**config.mk**
```make
export PLATFORM = sky130hd
export DESIGN_NAME = particle_split_triangular_1d
export DESIGN_NICKNAME = d
export VERILOG_FILES = /design/src/rtl/psplit_pkg.sv /design/src/rtl/psplit_front.sv /design/src/rtl/psplit_fifo.sv /design/src/rtl/psplit_back.sv /design/src/rtl/particle_split_triangular_1d.sv
export SDC_FILE = /design/constraint.sdc
export NUM_CORES = 2
export LEC_CHECK = 0
export BUFFER_PORTS_ARGS = -buffer_cell sky130_fd_sc_hd__buf_2
export CORE_UTILIZATION = 50
export CTS_BUF_LIST = sky130_fd_sc_hd__clkbuf_4
export CTS_CLUSTER_DIAMETER = 50
export DETAILED_ROUTE_END_ITERATION = 10
export GPL_TIMING_DRIVEN = 0
export PLACE_DENSITY = 0.76
export SYNTH_ARGS = -nofsm -noshare
export SYNTH_HDL_FRONTEND = slang
export SYNTH_HIERARCHICAL = 1
export SYNTH_SLANG_ARGS = --single-unit
```
**constraint.sdc**
```tcl
create_clock -name clk -period 16.85 [get_ports clk]
set_clock_uncertainty 0.2 [all_clocks]
set_input_delay 1.685 -clock clk [delete_from_list [all_inputs] [get_ports clk]]
set_output_delay 1.685 -clock clk [all_outputs]
set_load 0.02 [all_outputs]
```
**src/rtl/psplit_pkg.sv**
```systemverilog
// shared constants, types and helper functions of the particle splitter
`timescale 1ns / 1ps
`default_nettype none

package psplit_pkg;

    // largest refine factor the datapath is sized for
    localparam int MAX_REFINE = 8;

    // item field width, q16.16
    localparam int DATA_W   = 32;
    localparam int FIELDS   = 5;
    localparam int TDATA_W  = FIELDS * DATA_W;

    // configuration register widths and port sizing
    localparam int CFG_RF_W = 4;
    localparam int CFG_DX_W = 31;
    localparam int CFG_AW   = 3;
    localparam int CFG_DW   = 32;

    // derived widths of the split arithmetic
    localparam int R_W   = $clog2(MAX_REFINE + 1);
    localparam int D_W   = $clog2(MAX_REFINE * MAX_REFINE + 1);
    localparam int REM_W = (MAX_REFINE > 1) ? $clog2(MAX_REFINE * MAX_REFINE) : 1;
    localparam int OFS_W = (MAX_REFINE > 1) ? $clog2(MAX_REFINE) : 1;
    localparam int K_W   = (MAX_REFINE > 1) ? $clog2(2 * MAX_REFINE - 1) : 1;

    // weight divider: quotient bits resolved per cycle
    localparam int DIV_BITS   = 8;
    localparam int DIV_CYCLES = DATA_W / DIV_BITS;
    localparam int DCNT_W     = (DIV_CYCLES > 1) ? $clog2(DIV_CYCLES) : 1;

    // queue between front and back
    localparam int FIFO_DEPTH = 2;
    localparam int FP_W       = (FIFO_DEPTH > 1) ? $clog2(FIFO_DEPTH) : 1;
    localparam int FC_W       = $clog2(FIFO_DEPTH + 1);

    // register indexes of the configuration port
    localparam logic REG_REFINE = 1'b0;
    localparam logic REG_STEP   = 1'b1;

    // one classified mother, ready for the back end
    typedef struct packed {
        logic [DATA_W-1:0] quo;        // weight / r^2
        logic [REM_W-1:0]  rem;        // weight mod r^2
        logic [D_W-1:0]    dsq;        // r^2
        logic [OFS_W-1:0]  peak;       // r-1, child index of the peak
        logic [K_W-1:0]    last;       // 2r-2, index of the last child
        logic [DATA_W-1:0] start_pos;  // position of child zero
        logic [DATA_W-1:0] vel_x;
        logic [DATA_W-1:0] vel_y;
        logic [DATA_W-1:0] vel_z;
    } psplit_entry_t;

    // refine factor clamped to 1 .. MAX_REFINE
    function automatic logic [R_W-1:0] eff_refine(input logic [CFG_RF_W-1:0] rf);
        logic [R_W-1:0] r;
        if (rf == '0)
            r = R_W'(1);
        else if (32'(rf) > MAX_REFINE)
            r = R_W'(MAX_REFINE);
        else
            r = R_W'(rf);
        return r;
    endfunction

    // r squared
    function automatic logic [D_W-1:0] refine_sq(input logic [R_W-1:0] r);
        logic [2*R_W-1:0] p;
        p = (2*R_W)'(r) * (2*R_W)'(r);
        return p[D_W-1:0];
    endfunction

endpackage

`default_nettype wire

```
**src/rtl/psplit_front.sv**
```systemverilog
// front end: takes a mother, divides its weight by r^2 and queues the result
`timescale 1ns / 1ps
`default_nettype none

module psplit_front
    import psplit_pkg::*;
(
    input  wire logic                clk,
    input  wire logic                rst_n,
    input  wire logic                in_valid,
    output logic                     in_ready,
    input  wire logic [TDATA_W-1:0]  in_data,
    input  wire logic [CFG_RF_W-1:0] refine_factor,
    input  wire logic [CFG_DX_W-1:0] cell_step,
    input  wire logic                full,
    output logic                     push,
    output psplit_entry_t            push_entry
);

    typedef enum logic [1:0] {
        F_IDLE,
        F_DIV,
        F_PUSH
    } front_state_t;

    front_state_t        state_reg;
    logic [DCNT_W-1:0]   cnt_reg;
    logic [DATA_W-1:0]   div_reg;
    logic [REM_W-1:0]    rem_reg;
    logic [D_W-1:0]      dsq_reg;
    logic [OFS_W-1:0]    peak_reg;
    logic [K_W-1:0]      last_reg;
    logic [DATA_W-1:0]   start_reg;
    logic [DATA_W-1:0]   vx_reg;
    logic [DATA_W-1:0]   vy_reg;
    logic [DATA_W-1:0]   vz_reg;

    logic [R_W-1:0]            r_eff;
    logic [R_W:0]              two_r;
    logic [OFS_W-1:0]          peak_in;
    logic [OFS_W+CFG_DX_W-1:0] ofs_prod;
    logic [DATA_W-1:0]         start_in;

    logic [REM_W:0]      div_trial;
    logic                div_ge;
    logic [REM_W-1:0]    rem_next;
    logic [DATA_W-1:0]   div_next;

    // classification of the incoming mother
    always_comb
    begin
        r_eff    = eff_refine(refine_factor);
        two_r    = {r_eff, 1'b0};
        peak_in  = OFS_W'(r_eff - R_W'(1));
        ofs_prod = (OFS_W+CFG_DX_W)'(peak_in) * (OFS_W+CFG_DX_W)'(cell_step);
        start_in = in_data[2*DATA_W-1:DATA_W] - ofs_prod[DATA_W-1:0];
    end

    // restoring division, several quotient bits per cycle
    always_comb
    begin
        rem_next  = rem_reg;
        div_next  = div_reg;
        div_trial = '0;
        div_ge    = 1'b0;
        for (int i = 0; i < DIV_BITS; i++)
        begin
            div_trial = {rem_next, div_next[DATA_W-1]};
            div_ge    = (div_trial >= (REM_W+1)'(dsq_reg));
            if (div_ge)
                rem_next = REM_W'(div_trial - (REM_W+1)'(dsq_reg));
            else
                rem_next = div_trial[REM_W-1:0];
            div_next = {div_next[DATA_W-2:0], div_ge};
        end
    end

    assign in_ready = (state_reg == F_IDLE);
    assign push     = (state_reg == F_PUSH) && !full;

    always_comb
    begin
        push_entry.quo       = div_reg;
        push_entry.rem       = rem_reg;
        push_entry.dsq       = dsq_reg;
        push_entry.peak      = peak_reg;
        push_entry.last      = last_reg;
        push_entry.start_pos = start_reg;
        push_entry.vel_x     = vx_reg;
        push_entry.vel_y     = vy_reg;
        push_entry.vel_z     = vz_reg;
    end

    // state machine and latched mother
    always_ff @(posedge clk or negedge rst_n)
    begin
        if (!rst_n)
        begin
            state_reg <= F_IDLE;
            cnt_reg   <= '0;
            div_reg   <= '0;
            rem_reg   <= '0;
            dsq_reg   <= D_W'(1);
            peak_reg  <= '0;
            last_reg  <= '0;
            start_reg <= '0;
            vx_reg    <= '0;
            vy_reg    <= '0;
            vz_reg    <= '0;
        end
        else
        begin
            case (state_reg)
                F_IDLE:
                begin
                    if (in_valid)
                    begin
                        div_reg   <= in_data[DATA_W-1:0];
                        rem_reg   <= '0;
                        cnt_reg   <= '0;
                        dsq_reg   <= refine_sq(r_eff);
                        peak_reg  <= peak_in;
                        last_reg  <= K_W'(two_r - (R_W+1)'(2));
                        start_reg <= start_in;
                        vx_reg    <= in_data[3*DATA_W-1:2*DATA_W];
                        vy_reg    <= in_data[4*DATA_W-1:3*DATA_W];
                        vz_reg    <= in_data[5*DATA_W-1:4*DATA_W];
                        state_reg <= F_DIV;
                    end
                end
                F_DIV:
                begin
                    div_reg <= div_next;
                    rem_reg <= rem_next;
                    cnt_reg <= cnt_reg + DCNT_W'(1);
                    if (cnt_reg == DCNT_W'(DIV_CYCLES - 1))
                        state_reg <= F_PUSH;
                end
                F_PUSH:
                begin
                    if (!full)
                        state_reg <= F_IDLE;
                end
                default:
                begin
                    state_reg <= F_IDLE;
                end
            endcase
        end
    end

endmodule

`default_nettype wire

```
**src/rtl/psplit_fifo.sv**
```systemverilog
// short queue of classified mothers between front and back
`timescale 1ns / 1ps
`default_nettype none

module psplit_fifo
    import psplit_pkg::*;
(
    input  wire logic           clk,
    input  wire logic           rst_n,
    input  wire logic           push,
    input  wire psplit_entry_t  push_entry,
    input  wire logic           pop,
    output psplit_entry_t       pop_entry,
    output logic                full,
    output logic                empty
);

    psplit_entry_t     mem_reg [FIFO_DEPTH];
    logic [FP_W-1:0]   wr_ptr_reg;
    logic [FP_W-1:0]   rd_ptr_reg;
    logic [FC_W-1:0]   count_reg;

    assign full      = (count_reg == FC_W'(FIFO_DEPTH));
    assign empty     = (count_reg == '0);
    assign pop_entry = mem_reg[rd_ptr_reg];

    // entry storage
    always_ff @(posedge clk)
    begin
        if (push)
            mem_reg[wr_ptr_reg] <= push_entry;
    end

    // pointers and fill level
    always_ff @(posedge clk or negedge rst_n)
    begin
        if (!rst_n)
        begin
            wr_ptr_reg <= '0;
            rd_ptr_reg <= '0;
            count_reg  <= '0;
        end
        else
        begin
            if (push)
            begin
                if (wr_ptr_reg == FP_W'(FIFO_DEPTH - 1))
                    wr_ptr_reg <= '0;
                else
                    wr_ptr_reg <= wr_ptr_reg + FP_W'(1);
            end
            if (pop)
            begin
                if (rd_ptr_reg == FP_W'(FIFO_DEPTH - 1))
                    rd_ptr_reg <= '0;
                else
                    rd_ptr_reg <= rd_ptr_reg + FP_W'(1);
            end
            if (push && !pop)
                count_reg <= count_reg + FC_W'(1);
            else if (pop && !push)
                count_reg <= count_reg - FC_W'(1);
        end
    end

endmodule

`default_nettype wire

```
**src/rtl/psplit_back.sv**
```systemverilog
// back end: walks the children of one mother, one child per cycle while the output takes them
`timescale 1ns / 1ps
`default_nettype none

module psplit_back
    import psplit_pkg::*;
(
    input  wire logic                clk,
    input  wire logic                rst_n,
    input  wire logic [CFG_DX_W-1:0] cell_step,
    input  wire logic                empty,
    input  wire psplit_entry_t       entry,
    output logic                     pop,
    output logic                     out_valid,
    input  wire logic                out_ready,
    output logic [TDATA_W-1:0]       out_data,
    output logic                     out_last
);

    logic                active_reg;
    psplit_entry_t       cur_reg;
    logic [K_W-1:0]      k_reg;
    logic [DATA_W-1:0]   wq_reg;
    logic [REM_W-1:0]    wf_reg;
    logic [DATA_W-1:0]   pos_reg;

    logic                out_valid_reg;
    logic [DATA_W-1:0]   out_weight_reg;
    logic [DATA_W-1:0]   out_pos_reg;
    logic [DATA_W-1:0]   out_vx_reg;
    logic [DATA_W-1:0]   out_vy_reg;
    logic [DATA_W-1:0]   out_vz_reg;
    logic                out_last_reg;

    logic                emit;
    logic                at_last;
    logic                rising;
    logic                load;
    logic [D_W:0]        sum_v;
    logic [DATA_W-1:0]   wq_next;
    logic [REM_W-1:0]    wf_next;

    assign emit    = active_reg && (!out_valid_reg || out_ready);
    assign at_last = (k_reg == cur_reg.last);
    assign rising  = (k_reg < K_W'(cur_reg.peak));
    assign load    = !empty && (!active_reg || (emit && at_last));
    assign pop     = load;

    // weight of the next child: quotient and remainder of w*c / r^2 moved by one c
    always_comb
    begin
        sum_v   = (D_W+1)'(wf_reg) + (D_W+1)'(cur_reg.rem);
        wq_next = wq_reg;
        wf_next = wf_reg;
        if (rising)
        begin
            if (sum_v >= (D_W+1)'(cur_reg.dsq))
            begin
                wf_next = REM_W'(sum_v - (D_W+1)'(cur_reg.dsq));
                wq_next = wq_reg + cur_reg.quo + DATA_W'(1);
            end
            else
            begin
                wf_next = REM_W'(sum_v);
                wq_next = wq_reg + cur_reg.quo;
            end
        end
        else
        begin
            if (wf_reg >= cur_reg.rem)
            begin
                wf_next = wf_reg - cur_reg.rem;
                wq_next = wq_reg - cur_reg.quo;
            end
            else
            begin
                wf_next = REM_W'((D_W+1)'(wf_reg) + (D_W+1)'(cur_reg.dsq)
                                 - (D_W+1)'(cur_reg.rem));
                wq_next = wq_reg - cur_reg.quo - DATA_W'(1);
            end
        end
    end

    // child walk and output register
    always_ff @(posedge clk or negedge rst_n)
    begin
        if (!rst_n)
        begin
            active_reg     <= 1'b0;
            out_valid_reg  <= 1'b0;
            cur_reg        <= '0;
            k_reg          <= '0;
            wq_reg         <= '0;
            wf_reg         <= '0;
            pos_reg        <= '0;
            out_weight_reg <= '0;
            out_pos_reg    <= '0;
            out_vx_reg     <= '0;
            out_vy_reg     <= '0;
            out_vz_reg     <= '0;
            out_last_reg   <= 1'b0;
        end
        else
        begin
            if (emit)
            begin
                out_valid_reg  <= 1'b1;
                out_weight_reg <= wq_reg;
                out_pos_reg    <= pos_reg;
                out_vx_reg     <= cur_reg.vel_x;
                out_vy_reg     <= cur_reg.vel_y;
                out_vz_reg     <= cur_reg.vel_z;
                out_last_reg   <= at_last;
            end
            else if (out_ready)
            begin
                out_valid_reg <= 1'b0;
            end

            if (load)
            begin
                active_reg <= 1'b1;
                cur_reg    <= entry;
                k_reg      <= '0;
                wq_reg     <= entry.quo;
                wf_reg     <= entry.rem;
                pos_reg    <= entry.start_pos;
            end
            else if (emit)
            begin
                if (at_last)
                    active_reg <= 1'b0;
                k_reg   <= k_reg + K_W'(1);
                wq_reg  <= wq_next;
                wf_reg  <= wf_next;
                pos_reg <= pos_reg + DATA_W'(cell_step);
            end
        end
    end

    assign out_valid = out_valid_reg;
    assign out_last  = out_last_reg;
    assign out_data  = {out_vz_reg, out_vy_reg, out_vx_reg, out_pos_reg, out_weight_reg};

endmodule

`default_nettype wire

```
**src/rtl/particle_split_triangular_1d.sv**
```systemverilog
// top level of the 1d triangular particle splitter
//
//  channel   role                  fields
//  s_axis    mother particle in    tdata: weight, pos, vel x, vel y, vel z
//  m_axis    child particle out    tdata: weight, pos, vel x, vel y, vel z; tlast
//  apb       configuration         0x0 refine_factor, 0x4 cell_step
//
// the front takes a mother, runs the divider for weight / r^2 (8 quotient
// bits a cycle) and queues it once the queue has room, and only then takes
// the next mother; the back emits 2r-1 children, one per cycle while the
// output takes them; a mother goes through the divider, the queue, the child
// walk registers and the output register before its first child is presented
// a two-entry queue lets front and back stall on their own; the child walk
// halts while the output register holds a child that is not taken
// after reset the block is ready at once: no clearing pass
`timescale 1ns / 1ps
`default_nettype none

module particle_split_triangular_1d
    import psplit_pkg::*;
(
    input  wire logic               clk,
    input  wire logic               rst_n,
    // mother item in
    input  wire logic               s_axis_tvalid,
    output logic                    s_axis_tready,
    // [31:0] mother_weight, [63:32] mother_pos, [95:64] vel_x_in,
    // [127:96] vel_y_in, [159:128] vel_z_in
    input  wire logic [TDATA_W-1:0] s_axis_tdata,
    // child item out
    output logic                    m_axis_tvalid,
    input  wire logic               m_axis_tready,
    // [31:0] child_weight, [63:32] child_pos, [95:64] vel_x_out,
    // [127:96] vel_y_out, [159:128] vel_z_out
    output logic [TDATA_W-1:0]      m_axis_tdata,
    output logic                    m_axis_tlast,
    // configuration
    input  wire logic               psel,
    input  wire logic               penable,
    input  wire logic               pwrite,
    input  wire logic [CFG_AW-1:0]  paddr,
    input  wire logic [CFG_DW-1:0]  pwdata,
    output logic [CFG_DW-1:0]       prdata,
    output logic                    pready
);

    logic [CFG_RF_W-1:0] refine_factor_reg;
    logic [CFG_DX_W-1:0] cell_step_reg;
    logic                cfg_write;
    logic                reg_idx;

    logic                fifo_push;
    logic                fifo_pop;
    logic                fifo_full;
    logic                fifo_empty;
    psplit_entry_t       push_entry;
    psplit_entry_t       pop_entry;

    assign pready    = 1'b1;
    assign cfg_write = psel && penable && pwrite && pready;
    assign reg_idx   = paddr[CFG_AW-1];

    // configuration registers
    always_ff @(posedge clk or negedge rst_n)
    begin
        if (!rst_n)
        begin
            refine_factor_reg <= CFG_RF_W'(2);
            cell_step_reg     <= CFG_DX_W'(65536);
        end
        else if (cfg_write)
        begin
            case (reg_idx)
                REG_REFINE: refine_factor_reg <= pwdata[CFG_RF_W-1:0];
                REG_STEP:   cell_step_reg     <= pwdata[CFG_DX_W-1:0];
                default:    ;
            endcase
        end
    end

    // register read back
    always_comb
    begin
        case (reg_idx)
            REG_REFINE: prdata = CFG_DW'(refine_factor_reg);
            REG_STEP:   prdata = CFG_DW'(cell_step_reg);
            default:    prdata = '0;
        endcase
    end

    psplit_front u_front (
        .clk           (clk),
        .rst_n         (rst_n),
        .in_valid      (s_axis_tvalid),
        .in_ready      (s_axis_tready),
        .in_data       (s_axis_tdata),
        .refine_factor (refine_factor_reg),
        .cell_step     (cell_step_reg),
        .full          (fifo_full),
        .push          (fifo_push),
        .push_entry    (push_entry)
    );

    psplit_fifo u_fifo (
        .clk        (clk),
        .rst_n      (rst_n),
        .push       (fifo_push),
        .push_entry (push_entry),
        .pop        (fifo_pop),
        .pop_entry  (pop_entry),
        .full       (fifo_full),
        .empty      (fifo_empty)
    );

    psplit_back u_back (
        .clk       (clk),
        .rst_n     (rst_n),
        .cell_step (cell_step_reg),
        .empty     (fifo_empty),
        .entry     (pop_entry),
        .pop       (fifo_pop),
        .out_valid (m_axis_tvalid),
        .out_ready (m_axis_tready),
        .out_data  (m_axis_tdata),
        .out_last  (m_axis_tlast)
    );

    // queue is never written when full
    assert property (@(posedge clk) disable iff (!rst_n)
        fifo_push |-> !fifo_full)
        else $error("queue written while full");

    // queue is never read when empty
    assert property (@(posedge clk) disable iff (!rst_n)
        fifo_pop |-> !fifo_empty)
        else $error("queue read while empty");

    // a push with no pop leaves the queue non-empty next cycle
    assert property (@(posedge clk) disable iff (!rst_n)
        (fifo_push && !fifo_pop) |=> !fifo_empty)
        else $error("queued mother lost");

endmodule

`default_nettype wire

```
Yosys cells after proc, flatten, opt, wreduce, memory -nomap -nowiden
Memories as Yosys holds them, arrays and structs flattened.
Cells that the tools add are included.

operators by class
  add/sub/neg operators = 27
  multipliers = 2
  $lt $le $gt $ge = 12
  eq/ne operators = 8
  mux-type cells = 46
  bitwise logic cells = 1
  reductions and logical operators = 30

operator list
  operator                                                               number
  32-bit two-way mux                                                     8
  32-bit one-hot mux with 2 select lines                                 2
  6-bit two-way mux                                                      14
  6-bit subtractor                                                       11
  32-bit subtractor                                                      2
  7-bit greater-or-equal comparator                                      9
  32-bit by 1-bit adder with 32-bit output (second input constant)       1
  32-bit by 31-bit adder with 32-bit output                              1
  32-bit adder                                                           1
  3-bit by 31-bit multiplier with 32-bit output                          1
  32-bit by 1-bit subtractor with 32-bit output (second input constant)  1
  4-bit two-way mux                                                      4
  2-bit two-way mux                                                      6
  6-bit one-hot mux with 2 select lines                                  1
  2-bit AND reduction                                                    5
  2-bit nonzero test                                                     5
  1-bit two-way mux                                                      9
  1-bit logical AND                                                      8
  6-bit by 6-bit adder with 7-bit output                                 1
  4-bit by 4-bit multiplier with 7-bit output                            1
  6-bit adder                                                            1
  2-bit == test (second input constant)                                  3
  6-bit greater-or-equal comparator                                      1
  1-bit zero test                                                        6
  19 further kinds                                                       24

storage, ports and cells
  register bits after elaboration = 608
  RAM bits = 360
  bits of input ports = 202
  output and inout port bits = 196
  logic and storage cells = 163
  memories kept = 1

memories
  name            depth  width  read ports  clocked after memory_dff  write ports  line               source
  u_fifo.mem_reg  2      180    1           0                         1            psplit_fifo.sv:18  psplit_entry_t mem_reg [FIFO_DEPTH];

Logic depth before layout (Yosys ltp)
  depth in word-level cells = 17
  gate-level depth with buffers = 65
  depth with buffers taken out = 64

Hierarchy
The synthesis kept the hierarchy.

by module, submodules not included
  module                        instances  cells an instance  area an instance (um^2)  seq. area each (um^2)
  psplit_back                   1          2,873              23,296.1                 9,634.2
  psplit_fifo                   1          576                13,530.5                 10,910.5
  psplit_front                  1          1,524              13,295.3                 4,480.5
  particle_split_triangular_1d  1          113                1,687.9                  878.3

Worst setup path before layout
OpenSTA, ideal clock, no wires.

  path type = flip-flop to flip-flop
  start point = register u_front.dsq_reg[0]
  end point = register u_front.rem_reg[4]
  setup time = 0.119 ns
  data arrival time = 12.981 ns
  data required time = 16.531 ns
  slack = 3.550 ns
  stages on the path, launching flop included = 60
  path buffers = 1
  clock period less this slack = 13.300 ns
  path through = dfstp_2 -> ha_1 -> nand2b_4 -> a2111oi_4 -> nor2_1 -> a21o_1 -> a31oi_2 -> mux2_2 -> ha_1 -> and4_1 -> o21a_1 -> a211oi_2 -> o21ai_1 -> mux2_2 -> ha_1 -> and4_1 -> nand2_1 -> o211ai_4 -> (+24 left out) -> nor2_1 -> nand2_1 -> mux2i_1 -> ha_1 -> a21o_1 -> a21o_1 -> a21o_1 -> nor3_1 -> a31oi_4 -> nor2_1 -> a21oi_1 -> ha_1 -> a21o_1 -> or3_1 -> nor3_1 -> a31oi_4 -> a32oi_1 -> a21bo_2

on the way
  longest elaborated chain between the ends = 17
  elaborated cells on any way between the ends = 25
  those cells by class = 8 x add/sub; 8 x order compare; 9 x mux

ends and longest elaborated chain
  item                                                                          line                                    source
  start, declared                                                               psplit_front.sv:30                      logic [D_W-1:0] dsq_reg;
  start signal, assigned                                                        psplit_front.sv:121                     dsq_reg <= refine_sq(r_eff);
  6-bit subtractor / 7-bit greater-or-equal comparator (equally long branches)  psplit_front.sv:71, psplit_front.sv:69
  6-bit two-way mux                                                             psplit_front.sv:70                      if (div_ge)
  6-bit subtractor / 7-bit greater-or-equal comparator (equally long branches)  psplit_front.sv:71, psplit_front.sv:69
  6-bit two-way mux                                                             psplit_front.sv:70
  6-bit subtractor / 7-bit greater-or-equal comparator (equally long branches)  psplit_front.sv:71, psplit_front.sv:69
  6-bit two-way mux                                                             psplit_front.sv:70
  6-bit subtractor / 7-bit greater-or-equal comparator (equally long branches)  psplit_front.sv:71, psplit_front.sv:69
  6-bit two-way mux                                                             psplit_front.sv:70
  6-bit subtractor / 7-bit greater-or-equal comparator (equally long branches)  psplit_front.sv:71, psplit_front.sv:69
  6-bit two-way mux                                                             psplit_front.sv:70
  6-bit subtractor / 7-bit greater-or-equal comparator (equally long branches)  psplit_front.sv:71, psplit_front.sv:69
  6-bit two-way mux                                                             psplit_front.sv:70
  7-bit greater-or-equal comparator / 6-bit subtractor (equally long branches)  psplit_front.sv:69, psplit_front.sv:71
  6-bit two-way mux                                                             psplit_front.sv:70
  6-bit subtractor / 7-bit greater-or-equal comparator (equally long branches)  psplit_front.sv:71, psplit_front.sv:69
  6-bit two-way mux (*)                                                         psplit_front.sv:70
  6-bit one-hot mux with 2 select lines (*)                                     psplit_front.sv:113                     case (state_reg)
  end signal, assigned                                                          psplit_front.sv:134                     rem_reg <= rem_next;
  end, declared                                                                 psplit_front.sv:29                      logic [REM_W-1:0] rem_reg;

Mark *: on every way between the ends. The rest lies on a longest branch, timed or not.
A chain may end at the register's enable or synchronous reset.

Final worst setup path
  start point = register u_front.dsq_reg[2]
  end point = register u_front.rem_reg[4]

on the way
  longest elaborated chain between the ends = 17
  elaborated cells on any way between the ends = 25
  those cells by class = 8 x add/sub; 8 x order compare; 9 x mux

ends and longest elaborated chain
  item                                                                          line
  6-bit subtractor / 7-bit greater-or-equal comparator (equally long branches)  psplit_front.sv:71, psplit_front.sv:69
  6-bit two-way mux                                                             psplit_front.sv:70
  6-bit subtractor / 7-bit greater-or-equal comparator (equally long branches)  psplit_front.sv:71, psplit_front.sv:69
  6-bit two-way mux                                                             psplit_front.sv:70
  6-bit subtractor / 7-bit greater-or-equal comparator (equally long branches)  psplit_front.sv:71, psplit_front.sv:69
  6-bit two-way mux                                                             psplit_front.sv:70
  6-bit subtractor / 7-bit greater-or-equal comparator (equally long branches)  psplit_front.sv:71, psplit_front.sv:69
  6-bit two-way mux                                                             psplit_front.sv:70
  7-bit greater-or-equal comparator / 6-bit subtractor (equally long branches)  psplit_front.sv:69, psplit_front.sv:71
  6-bit two-way mux                                                             psplit_front.sv:70
  6-bit subtractor / 7-bit greater-or-equal comparator (equally long branches)  psplit_front.sv:71, psplit_front.sv:69
  6-bit two-way mux                                                             psplit_front.sv:70
  6-bit subtractor / 7-bit greater-or-equal comparator (equally long branches)  psplit_front.sv:71, psplit_front.sv:69
  6-bit two-way mux                                                             psplit_front.sv:70
  6-bit subtractor / 7-bit greater-or-equal comparator (equally long branches)  psplit_front.sv:71, psplit_front.sv:69
  6-bit two-way mux (*)                                                         psplit_front.sv:70
  6-bit one-hot mux with 2 select lines (*)                                     psplit_front.sv:113

Marks and branches as above.

==> summary.md <==
| Metric | Value |
|---|---|
| Status | `finished, violations left` |
| Failing checks | `antenna violations` |
| Worst path max stage delay | `0.48 ns` |
| Least-Margin Pin Slew | `about 1.4 ns` |
| Arrival time worst endpoint | `16.63 ns` |
| Layout area overhead | `14.3%` |
| Worst hold slack | `between 0.2 and 0.25 ns` |
| Post-Synthesis Cells | `5086` |
| CP required | `about 18 ns` |
| Hold Crit Endpoint | `u_fifo/mem_reg[1][84]` |
| Hold-fix buffers, CTS | `0` |
| Global-route wire length before repair | `227 mm` |
| Wirelength, routed | `149 mm` |
| Worst hold stages | `0` |
| Total negative setup slack | `0 ns` |
| Seq/Total Area, Yosys | `0.500` |
| R2r setup slk | `0.97 ns` |
| Syn_area_per_cell | `roughly 10 um^2` |
| Initial DRC Count | `3248` |
| Crit start category | `flop` |
| Number of nets still failing antenna checks after routing | `1` |
| Final worst slack | `0.974 ns` |
| Die width | `~320 um` |
| Post-Syn Area | `0.0518 mm^2` |
| Critical R2R Capture | `u_front/rem_reg[4]` |
| Post-CTS sizing | `0` |
| Ys flop type | `dfrtp_1` |
| Final slew viol count | `0` |
| Row count | `117` |
| EDFF count, synth | `between 300 and 400` |
| Port bufs | `392` |
| Placed Cells | `6864` |
| CTS tree | `yes` |
| DP Wirelength | `111 mm` |
| Io pins | `about 400` |
| Final setup viols | `0` |
| Hold Fails Final Rpt | `0` |
| Core area | `0.102 mm^2` |
| Fin nets | `around 6300` |
| R2r startpoint | `u_front/dsq_reg[2]` |
| TritonCTS Buffers | `roughly 280` |
| Crit path capture type | `flop` |
| DRC | `0` |
| GRT Util Overall | `0.284` |
| Pre-CTS setup slack | `1.24 ns` |
| Overflow after GRT | `0` |
| Drt wl/cell | `20.3 um` |
| Worst-path clk slew | `0.06 ns` |
| Minimum clock period | `roughly 16 ns` |
| Vias in the first global route | `40900` |
| Die H | `324 um` |
| Max reg flops | `360` |
| Largest fanout on the critical path | `10` |
| CTS sink cnt | `963` |
| Tcrit/Tclk final | `0.942` |
| RSZ-0062 raised after global routing | `false` |
| Slew margin rel. | `0.0252` |
| Initial core utilization | `0.507` |
| Ys async rst share | `0.626` |
| Hold Crit Start | `u_front/vx_reg[20]` |
| Post-DR vias/cell | `between 5 and 6` |
| Crit path max-delay cell type | `o31ai_1` |
| H-tree level count | `5` |
| Synth cell types | `111` |
| Vias | `41100` |
| Root Buffer | `clkbuf_4` |
| Drt pass-1 iters | `8` |
| Max_cap viols | `0` |
| Reg2reg path depth | `58` |
| Antenna violations before repair | `7` |
| Maximum number of pins on one net before global-route repair | `123` |
| RePlAce Congestion | `between 0.9 and 1` |
| Skew-Pair Late Insertion Delay | `1.12 ns` |
| Yosys warnings | `6` |
| Hold Path Class | `flop to flop` |
| Clock buffer depth | `4` |
| Post-CTS Setup Inserts | `0` |
| Final std cells w/o fill | `around 7300` |
| Setup Crit Path Kind | `flop to flop` |
| Fmax | `0.0630 GHz` |
| Layout cells sized above 1 | `0.200` |
| Die ar. | `0.105 mm^2` |
| Synthesized flop and latch total | `963` |
==> layout make-up <==
cell class                      count  area [um^2]
Fill cell                        8756        42900
Sequential cell                   963        25900
Multi-Input combinational cell   3674        24100
Clock buffer                      400         3000
Timing Repair Buffer              407         2340
Tap cell                         1368         1710
Buffer                            225         1020
Inverter                          227          855
Clock inverter                     66          318
Antenna cell                       11         27.5
==> synth_stat cells, drive strengths merged, types with 10 or more instances <==
master | count | area share
or2 | 13 | 0.0016
buf | 62 | 0.0078
clkbuf | 163 | 0.012
a31oi | 35 | 0.0057
a211oi | 41 | 0.0063
or4 | 10 | 0.0014
and2 | 43 | 0.0052
ha | 221 | 0.053
nand2 | 1370 | 0.099
nand3 | 50 | 0.0048
xnor2 | 129 | 0.022
xor2 | 59 | 0.010
a22oi | 27 | 0.0039
mux2 | 242 | 0.061
fa | 70 | 0.027
and3 | 29 | 0.0035
a21oi | 220 | 0.021
edfxtp | 360 | 0.21
nor2 | 195 | 0.014
nor2b | 127 | 0.015
or3 | 23 | 0.0028
nand4 | 22 | 0.0032
o21a | 31 | 0.0046
o31ai | 32 | 0.0047
nor3 | 65 | 0.0063
o211ai | 29 | 0.0047
mux2i | 29 | 0.0056
a21o | 78 | 0.011
o21bai | 17 | 0.0025
nor4 | 25 | 0.0038
nand2b | 39 | 0.0049
o21ai | 239 | 0.023
dfrtp | 600 | 0.29
inv | 226 | 0.016
==> per-stage QoR <==
step	instance area (um^2)	util
CTS	59200	0.579
finish	59200	0.580
global placement	55500	0.543
floorplan	51800	-
detailed placement	55900	0.547
global route	59200	0.580
==> worst max-delay path: cells and delay by family, from the launching register on <==
family                   cells  cell delay [ns]
AO/OA/AOI/OAI               31             7.53
adder cells (fa/ha/maj)      8             2.70
AND/OR/NAND/NOR             11             2.30
multiplexers                 5             1.96
buffers and inverters        3             0.69
flip-flops                   1             0.39
==> how the worst max path moves through the flow <==
stage | from | endpoint | slack [ns] | cells after the start
2_1_floorplan | u_front/dsq_reg[0] | u_front/rem_reg[4] | 3.55 | 59
3_3_place_gp | rst_n | u_back/out_vy_reg[24] | 1.0 | 1
3_5_place_dp | u_front/dsq_reg[2] | u_front/rem_reg[4] | 1.24 | 58
4_1_cts | u_front/dsq_reg[2] | u_front/rem_reg[4] | 1.16 | 58
5_1_grt | u_front/dsq_reg[3] | u_front/rem_reg[4] | 0.05 | 58
6_report | u_front/dsq_reg[2] | u_front/rem_reg[4] | 0.97 | 58
==> cells by family (layout without fill, tap and decap cells) <==
kind of cell	Yosys count	after routing	share of synthesized area
and+or+nand+nor	2057	2057	0.175
xor gates and xnor gates	188	188	0.0319
buffers and inverters	452	1325	0.0362
other	3	17	0.000217
adders and majority gates	291	291	0.0804
AOI/OAI and AO/OA	861	861	0.110
muxes	271	271	0.0670
DFF	963	963	0.500
==> routing by layer <==
layer / GRT usage / wire (um)
met5: 0 / 46
met4: 0.144 / 6660
met3: 0.0585 / 11400
met2: 0.457 / 70300
met1: 0.364 / 60800
==> cell usage in the layout, fill, tap and decap left out, types with 48 or more instances in the layout <==
master	instances
clkbuf_4	400
mux2_2	119
a21oi_1	219
clkbuf_1	161
nor3_1	65
edfxtp_1	360
xor2_1	59
a21o_1	78
nor2b_1	125
buf_2	413
o21ai_0	229
xnor2_1	128
ha_1	221
nor2_1	195
nand2_1	1370
inv_1	224
fa_1	70
clkinv_1	48
nand3_1	50
dfrtp_1	600
mux2_4	122
Power is left out: the tool's default activity adds up to more than one toggle a clock period on the data nets, which glitch-free logic cannot reach.
